[src/rtl/core/faa_pkg.sv]
`timescale 1ns / 1ps
// Shared constants, payload types and divider helpers for the frame averaging block.
package faa_pkg;

    localparam int unsigned MAX_PIXELS = 65536;
    localparam int unsigned MAX_FRAMES = 256;
    localparam int unsigned PIX_AW     = $clog2(MAX_PIXELS);
    localparam int unsigned FRM_W      = $clog2(MAX_FRAMES);
    localparam int unsigned PPF_W      = PIX_AW + 1;
    localparam int unsigned NFR_W      = FRM_W + 1;
    localparam int unsigned CFG_W      = PPF_W;
    localparam int unsigned CH_W       = 8;
    localparam int unsigned NUM_CH     = 3;
    localparam int unsigned SUM_W      = 16;
    localparam int unsigned ACC_W      = SUM_W + 1;
    localparam int unsigned DIV_STAGES = CH_W / 2;

    typedef enum logic [0:0] {
        CFG_PIXELS_PER_FRAME  = 1'b0,
        CFG_FRAMES_TO_AVERAGE = 1'b1
    } faa_cfg_idx_t;

    typedef struct packed {
        logic [CH_W-1:0] red_in;
        logic [CH_W-1:0] green_in;
        logic [CH_W-1:0] blue_in;
    } faa_pix_in_t;

    typedef struct packed {
        logic [CH_W-1:0] red_avg;
        logic [CH_W-1:0] green_avg;
        logic [CH_W-1:0] blue_avg;
        logic            image_end;
    } faa_pix_out_t;

    typedef logic [NUM_CH-1:0][SUM_W-1:0] faa_sums_t;

    typedef struct packed {
        logic [NUM_CH-1:0][ACC_W-1:0] rem;
        logic [NUM_CH-1:0][CH_W-1:0]  quo;
        logic [NUM_CH-1:0]            ovf;
        logic [NFR_W-1:0]             divisor;
        logic                         image_end;
    } faa_div_t;

    function automatic logic [ACC_W:0] div_step(input logic [ACC_W-1:0] rem,
                                                input logic [ACC_W-1:0] dsh);
        logic ge;
        ge = (rem >= dsh);
        return {ge, (ge ? (rem - dsh) : rem)};
    endfunction

endpackage

[src/rtl/core/faa_divider.sv]
`timescale 1ns / 1ps
// Pipelined restoring divider, two quotient bits per stage, three channels with saturation.
module faa_divider (
    input  logic                  clk,
    input  logic                  rst_n,
    input  logic                  in_valid,
    output logic                  in_ready,
    input  faa_pkg::faa_div_t     in_data,
    output logic                  out_valid,
    input  logic                  out_ready,
    output faa_pkg::faa_pix_out_t out_data
);

    localparam int unsigned LAST = faa_pkg::DIV_STAGES - 1;

    faa_pkg::faa_div_t                st_reg [faa_pkg::DIV_STAGES];
    logic [faa_pkg::DIV_STAGES-1:0]   v_reg;
    logic [faa_pkg::DIV_STAGES:0]     free_w;
    logic [faa_pkg::DIV_STAGES-1:0]   v_src;

    assign free_w[faa_pkg::DIV_STAGES] = out_ready;
    assign in_ready = free_w[0];

    genvar k;
    generate
        for (k = 0; k < faa_pkg::DIV_STAGES; k++)
        begin : g_stage
            localparam int unsigned HI = faa_pkg::CH_W - 1 - 2 * k;
            localparam int unsigned LO = HI - 1;

            faa_pkg::faa_div_t       src;
            faa_pkg::faa_div_t       st_next;
            logic [faa_pkg::ACC_W-1:0] d_hi;
            logic [faa_pkg::ACC_W-1:0] d_lo;
            logic [faa_pkg::ACC_W:0]   s_hi [faa_pkg::NUM_CH];
            logic [faa_pkg::ACC_W:0]   s_lo [faa_pkg::NUM_CH];

            if (k == 0)
            begin : g_first
                assign src      = in_data;
                assign v_src[k] = in_valid;
            end
            else
            begin : g_next
                assign src      = st_reg[k-1];
                assign v_src[k] = v_reg[k-1];
            end

            assign free_w[k] = !v_reg[k] || free_w[k+1];

            always_comb
            begin
                d_hi    = faa_pkg::ACC_W'(src.divisor) << HI;
                d_lo    = faa_pkg::ACC_W'(src.divisor) << LO;
                st_next = src;
                for (int c = 0; c < faa_pkg::NUM_CH; c++)
                begin
                    s_hi[c] = faa_pkg::div_step(src.rem[c], d_hi);
                    s_lo[c] = faa_pkg::div_step(s_hi[c][faa_pkg::ACC_W-1:0], d_lo);
                    st_next.rem[c]     = s_lo[c][faa_pkg::ACC_W-1:0];
                    st_next.quo[c][HI] = s_hi[c][faa_pkg::ACC_W];
                    st_next.quo[c][LO] = s_lo[c][faa_pkg::ACC_W];
                end
            end

            always_ff @(posedge clk or negedge rst_n)
            begin
                if (!rst_n)
                begin
                    v_reg[k] <= 1'b0;
                end
                else if (free_w[k])
                begin
                    v_reg[k] <= v_src[k];
                end
            end

            always_ff @(posedge clk)
            begin
                if (free_w[k] && v_src[k])
                begin
                    st_reg[k] <= st_next;
                end
            end
        end
    endgenerate

    assign out_valid = v_reg[LAST];

    always_comb
    begin
        out_data.red_avg   = st_reg[LAST].ovf[0] ? '1 : st_reg[LAST].quo[0];
        out_data.green_avg = st_reg[LAST].ovf[1] ? '1 : st_reg[LAST].quo[1];
        out_data.blue_avg  = st_reg[LAST].ovf[2] ? '1 : st_reg[LAST].quo[2];
        out_data.image_end = st_reg[LAST].image_end;
    end

    a_first_divisor_nonzero: assert property (@(posedge clk) disable iff (!rst_n)
        v_reg[0] |-> st_reg[0].divisor != '0)
        else $error("divider stage holds a zero divisor");

    a_remainder_below_divisor: assert property (@(posedge clk) disable iff (!rst_n)
        out_valid |->
            (st_reg[LAST].ovf[0] || st_reg[LAST].rem[0] < faa_pkg::ACC_W'(st_reg[LAST].divisor))
         && (st_reg[LAST].ovf[1] || st_reg[LAST].rem[1] < faa_pkg::ACC_W'(st_reg[LAST].divisor))
         && (st_reg[LAST].ovf[2] || st_reg[LAST].rem[2] < faa_pkg::ACC_W'(st_reg[LAST].divisor)))
        else $error("final remainder not below divisor");

    a_stalled_result_kept: assert property (@(posedge clk) disable iff (!rst_n)
        out_valid && !out_ready |=> out_valid)
        else $error("stalled result dropped");

endmodule

[config.mk]
export PLATFORM = sky130hd
export DESIGN_NAME = faa_divider
export DESIGN_NICKNAME = d
export VERILOG_FILES = /design/src/rtl/core/faa_pkg.sv /design/src/rtl/core/faa_divider.sv
export SDC_FILE = /design/constraint.sdc
export NUM_CORES = 1
export LEC_CHECK = 0
export CAP_MARGIN = 10
export CORE_MARGIN = 4
export CORE_UTILIZATION = 25
export CTS_BUF_LIST = sky130_fd_sc_hd__clkbuf_2 sky130_fd_sc_hd__clkbuf_4 sky130_fd_sc_hd__clkbuf_8
export CTS_CLUSTER_SIZE = 8
export DETAILED_ROUTE_END_ITERATION = 7
export DONT_BUFFER_PORTS = 1
export HOLD_SLACK_MARGIN = 0.06
export PLACE_DENSITY = 0.48
export SETUP_SLACK_MARGIN = 0.3
export SLEW_MARGIN = 25
export SYNTH_ARGS = -nofsm -noshare
export SYNTH_HDL_FRONTEND = slang
export SYNTH_SLANG_ARGS = --single-unit
[constraint.sdc]
create_clock -name clk -period 8.11 [get_ports clk]
set_input_delay 0.4055 -clock clk [delete_from_list [all_inputs] [get_ports clk]]
set_output_delay 0.4055 -clock clk [all_outputs]
set_load 0.02 [all_outputs]
* Word level (Yosys, flattened, before mapping)
Memories as Yosys holds them, arrays and structs flattened. Cells that the tools add are included.
Word-level totals: bits in registers 4, bits in writable memories 352, memories 1, bits of input ports 92, output and inout bits 27, word-level logic and storage cells 100
Cells by class: reduce and logical (&&, ||, !) cells 12, $lt $le $gt $ge 24, multiplexer cells 35, add/sub/neg operators 24
Memories:
- st_reg | words 4, width 88, read ports 4, clocked after memory_dff 0, wr ports 4, line faa_divider.sv:16 | faa_pkg::faa_div_t st_reg [faa_pkg::DIV_STAGES];
Operators with widths (count):
- 17-bit 2-to-1 mux | 24
- 17-bit by 10-bit >= comparator with 1-bit output | 3
- 17-bit by 11-bit >= comparator with 1-bit output | 3
- 17-bit by 12-bit >= comparator with 1-bit output | 3
- 17-bit by 13-bit >= comparator with 1-bit output | 3
- 17-bit by 14-bit >= comparator with 1-bit output | 3
- 17-bit by 15-bit >= comparator with 1-bit output | 3
- 17-bit by 16-bit >= comparator with 1-bit output | 3
- 17-bit by 9-bit >= comparator with 1-bit output | 3
- 17-bit by 10-bit subtractor with 17-bit output | 3
- 17-bit by 11-bit subtractor with 17-bit output | 3
- 17-bit by 12-bit subtractor with 17-bit output | 3
- 17-bit by 13-bit subtractor with 17-bit output | 3
- 17-bit by 14-bit subtractor with 17-bit output | 3
- 17-bit by 15-bit subtractor with 17-bit output | 3
- 17-bit by 16-bit subtractor with 17-bit output | 3
- 17-bit by 9-bit subtractor with 17-bit output | 3
- 8-bit 2-to-1 mux | 3
- 1-bit 2-to-1 mux | 8
- 1-bit logical AND | 4
- 1-bit logical NOT | 4
- 1-bit logical OR | 4

* Longest topological paths before layout
depth after elaboration 8, mapped depth 24, mapped depth without buffers 22

* Worst setup path before layout
Ideal clock, no wire load.
path type input port to flip-flop, start input in_data[2] in the netlist's numbering, end memory st_reg[0][79] in the netlist's numbering (data pin), stages 22, setup time 0.260 ns, data required time 7.850 ns, arrival 5.225 ns, buffers on the path 2, path slack 2.625 ns, cell sequence inv_1 fa_1 a21o_1 a21oi_1 nor2b_1 o21ai_0 a21oi_1 o21ai_0 and2_1 clkbuf_1 mux2i_1 ha_1 nor2b_1 o21ai_0 a21oi_1 o21ai_0 nand2b_1 a21oi_1 o211ai_1 a311oi_1 clkbuf_1 mux2_2
RTL lines:
- from (decl) | line faa_divider.sv:8 | input faa_pkg::faa_div_t in_data,
- to (decl) | line faa_divider.sv:16

==> results.sh <==
export IMPL_final_common_cell="edfxtp_1"
export IMPL_hold_buffers=36
export IMPL_yosys_warnings=0
export IMPL_combPwrFrac_pct=56.8
export IMPL_fmax_mhz=161
export IMPL_synth_nets=2420
export IMPL_cp_top_family="compound AO/OA/AOI/OAI gates"
export IMPL_finalMaxSlewViolations=0
export IMPL_port_buffer_count=0
export IMPL_r2r_slack_ps=1900
export IMPL_p_int_mw=4.86
export IMPL_grt_max_degree=68
export IMPL_first_pass_iters=5
export IMPL_num_io_pins=119
export IMPL_mostFrequentLayoutCells="edfxtp_1 (256), ha_1 (216), a21oi_1 (175), nor2_1 (162), inv_1 (142)"
export IMPL_path_class="flop to flop"
export IMPL_synth_area_leaders="edfxtp_1 (37%), ha_1 (13%), xnor2_1 (4.3%)"
export IMPL_dieWidth_um=295
export IMPL_startpoint="st_reg[1][1]$_DFFE_PP_"
export IMPL_htreeDepth=2
export IMPL_worst_path_max_fanout=18
export IMPL_cts_resized=0
export IMPL_synthMuxAreaShare_pct=5.01
export IMPL_largest_register_ffs=256
export IMPL_critPathMaxStageDelay_ps=810
export IMPL_dp_slack_ps=1910
export IMPL_ant_nets=0
export IMPL_rows=105
export IMPL_first_global_vias=16144
export IMPL_endpoint_kind="flop"
export IMPL_synth_top_family_by_area="compound AO/OA/AOI/OAI gates"
export IMPL_yosysTopAreaCell="edfxtp_1"
export IMPL_clock_root_buffer="clkbuf_8"
export IMPL_place_gp_congestion=0.878
export IMPL_fin_ws_ps=1900
export IMPL_synth_seq_cells=260
export IMPL_wl_per_cell_um=16.8
export IMPL_cp_arrival_ps=6570
export IMPL_dpl_hpwl_mm=43.1
export IMPL_drt_iter0_drc=838
export IMPL_drt_vias_per_instance=4.84
export IMPL_crit_chain="ha_1, inv_1, fa_1, a21o_1, a21oi_2, o2111ai_1, a2111oi_4, buf_4, nand2_1, o21ai_0, ha_1, nor2b_1, o21ai_0, a21boi_0, o21ai_0, a21oi_1, a31o_2, or4_1, mux2_1"
export IMPL_r2r_cells=19
export IMPL_die_area_mm2=0.0873
export IMPL_worst_slew_pin_slew_ps=1020
export IMPL_cts_tree="yes"
export IMPL_setup_violations_final=0
export IMPL_synth_fa_ha_area_share_pct=15.1
export IMPL_outcome="finished clean"
export IMPL_max_cap_violations=0
export IMPL_synth_edf_count=256
export IMPL_setup_tns_ps=0
export IMPL_start_util_pct=25.2
export IMPL_hold_class="primary input to flop"
export IMPL_synth_top_cell_area_share_pct=37.2
export IMPL_clock_path_buffers=3
export IMPL_p_total_mw=8.26
export IMPL_synth_async_reset_ratio_pct=1.54
export IMPL_grt_ovfl_total=0
export IMPL_cp_slowest_cell="or4_1"
export IMPL_synthFlopType="edfxtp_1"
export IMPL_p_switching_mw=3.40
export IMPL_area_delta_synth_final_pct=12.7
export IMPL_cp_num_cells=19
export IMPL_cts_buffers_inserted=46
export IMPL_cp_endpoint="st_reg[2][40]$_DFFE_PP_"
export IMPL_synth_compound_area_share_pct=17.0
export IMPL_drc=0
export IMPL_wirelength_mm=54.8
export IMPL_grt_use_total_pct=12.3
export IMPL_clkSinkCount=260
export IMPL_die_y_um=295
export IMPL_seqPwrFrac_pct=27.8
export IMPL_peakVddDrop_mv=0.165
export IMPL_required_ps=8470
export IMPL_start_kind="flop"
export IMPL_crit_buf_inv=2
export IMPL_rr_endpoint="st_reg[2][40]$_DFFE_PP_"
export IMPL_final_nets=2484
export IMPL_final_layout_size_suffix_gt1_share_pct=9.88
export IMPL_synth_xor_area_share_pct=6.02
export IMPL_synth_simple_gate_area_share_pct=15.6
export IMPL_synth_distinct_cells=82
export IMPL_finalCritPeriodShare_pct=76.5
export IMPL_ys_seq_area_share_pct=37.7
export IMPL_finClkSkew_ps=40.4
export IMPL_powerDensity_mw_per_mm2=355
export IMPL_grt_pass1_wl_mm=86.6
export IMPL_cp_common_cell="o21ai_0"
export IMPL_synth_cells=2091
export IMPL_power_frac_clock_pct=15.4
export IMPL_p_leak_nw=8.86
export IMPL_synth_area_mm2=0.0207
export IMPL_post_cts_buffers=0
export IMPL_slew_headroom_pct=30.3
export IMPL_vias=15755
export IMPL_finalHoldViolations=0
export IMPL_grt_setup_unrepaired="no"
export IMPL_insertion_delay_ps=620
export IMPL_cts_clk_slew_worst_paths_ps=60
export IMPL_antenna_found_initial=1
export IMPL_reg2reg_from="st_reg[1][1]$_DFFE_PP_"
export IMPL_core_area_mm2=0.0820
export IMPL_syn_area_per_cell_um2=9.88
export IMPL_min_period_ps=6210
export IMPL_switching_share_pct=41.2
worst min-delay path by stage:
| stage | from | end | slack (ps) | cells past startpoint |
|---|---|---|---|---|
| after global routing | in_data[43] | st_reg[0][43]$_DFFE_PP_ | 110 | 2 |
| final | in_data[43] | st_reg[0][43]$_DFFE_PP_ | 130 | 2 |
| after global placement | rst_n | v_reg[0]$_DFFE_PN0N_ | 110 | 0 |
| after CTS | in_data[43] | st_reg[0][43]$_DFFE_PP_ | 80 | 2 |
| after detailed placement | rst_n | out_valid$_DFFE_PN0P_ | 110 | 0 |
| after floorplan | rst_n | out_valid$_DFFE_PN0P_ | 110 | 0 |
cells by family (layout without fill, tap and decap cells):
kind of cell | count (synthesis) | count (layout)
simple gates | 626 | 626
compound gates | 555 | 555
flops | 260 | 260
fa+ha+maj | 237 | 237
buf+inv | 178 | 273
xor+xnor | 142 | 142
mux | 93 | 93
other cells | 0 | 1
cell usage after synthesis, types with 37 or more instances:
| cell | n |
|---|---|
| a21oi_1 | 175 |
| mux2_2 | 65 |
| a21o_1 | 63 |
| inv_1 | 142 |
| xnor2_1 | 102 |
| ha_1 | 216 |
| nor2b_1 | 37 |
| nor3_1 | 37 |
| xor2_1 | 40 |
| nand2_1 | 136 |
| nor2_1 | 162 |
| o21ai_0 | 134 |
| edfxtp_1 | 256 |
metal layers:
| metal | GRT usage [%] | part of all wire, % |
|---|---|---|
| met1 | 14.8 | 44 |
| met2 | 21.8 | 49 |
| met3 | 2.22 | 3.7 |
| met4 | 4.83 | 3.7 |
| met5 | 0 | 0 |
cell type report:
class	count	area (um2)
Tap cell	1070	1340
Clock inverter	22	224
Fill cell	8612	58700
Inverter	142	533
Clock buffer	57	728
Sequential cell	260	7790
Multi-Input combinational cell	1653	12200
Timing Repair Buffer	52	480
Antenna cell	1	2.50
power by group through the flow:
| stage | clock network (mW) | logic [mW] | registers (mW) |
|---|---|---|---|
| after floorplan | 0 | 3.76 | 2.21 |
| after global placement | 0 | 4.49 | 2.31 |
| after detailed placement | 0 | 4.62 | 2.32 |
| after CTS | 1.33 | 4.68 | 2.29 |
| after global routing | 1.39 | 5.29 | 2.34 |
| final | 1.28 | 4.69 | 2.29 |
per-stage QoR:
step | hold slack [ps] | cell area (um2) | utilization, % | std cells
2_1_floorplan | 110 | 20700 | - | 2091
3_3_place_gp | 110 | 22000 | 26.8 | 3141
3_5_place_dp | 110 | 22000 | 26.8 | 3141
4_1_cts | 78.7 | 23300 | 28.4 | 3256
5_1_grt | 108 | 23300 | 28.4 | 3257
6_report | 133 | 23300 | 28.4 | 3257
(Power assumes the default switching activity.)
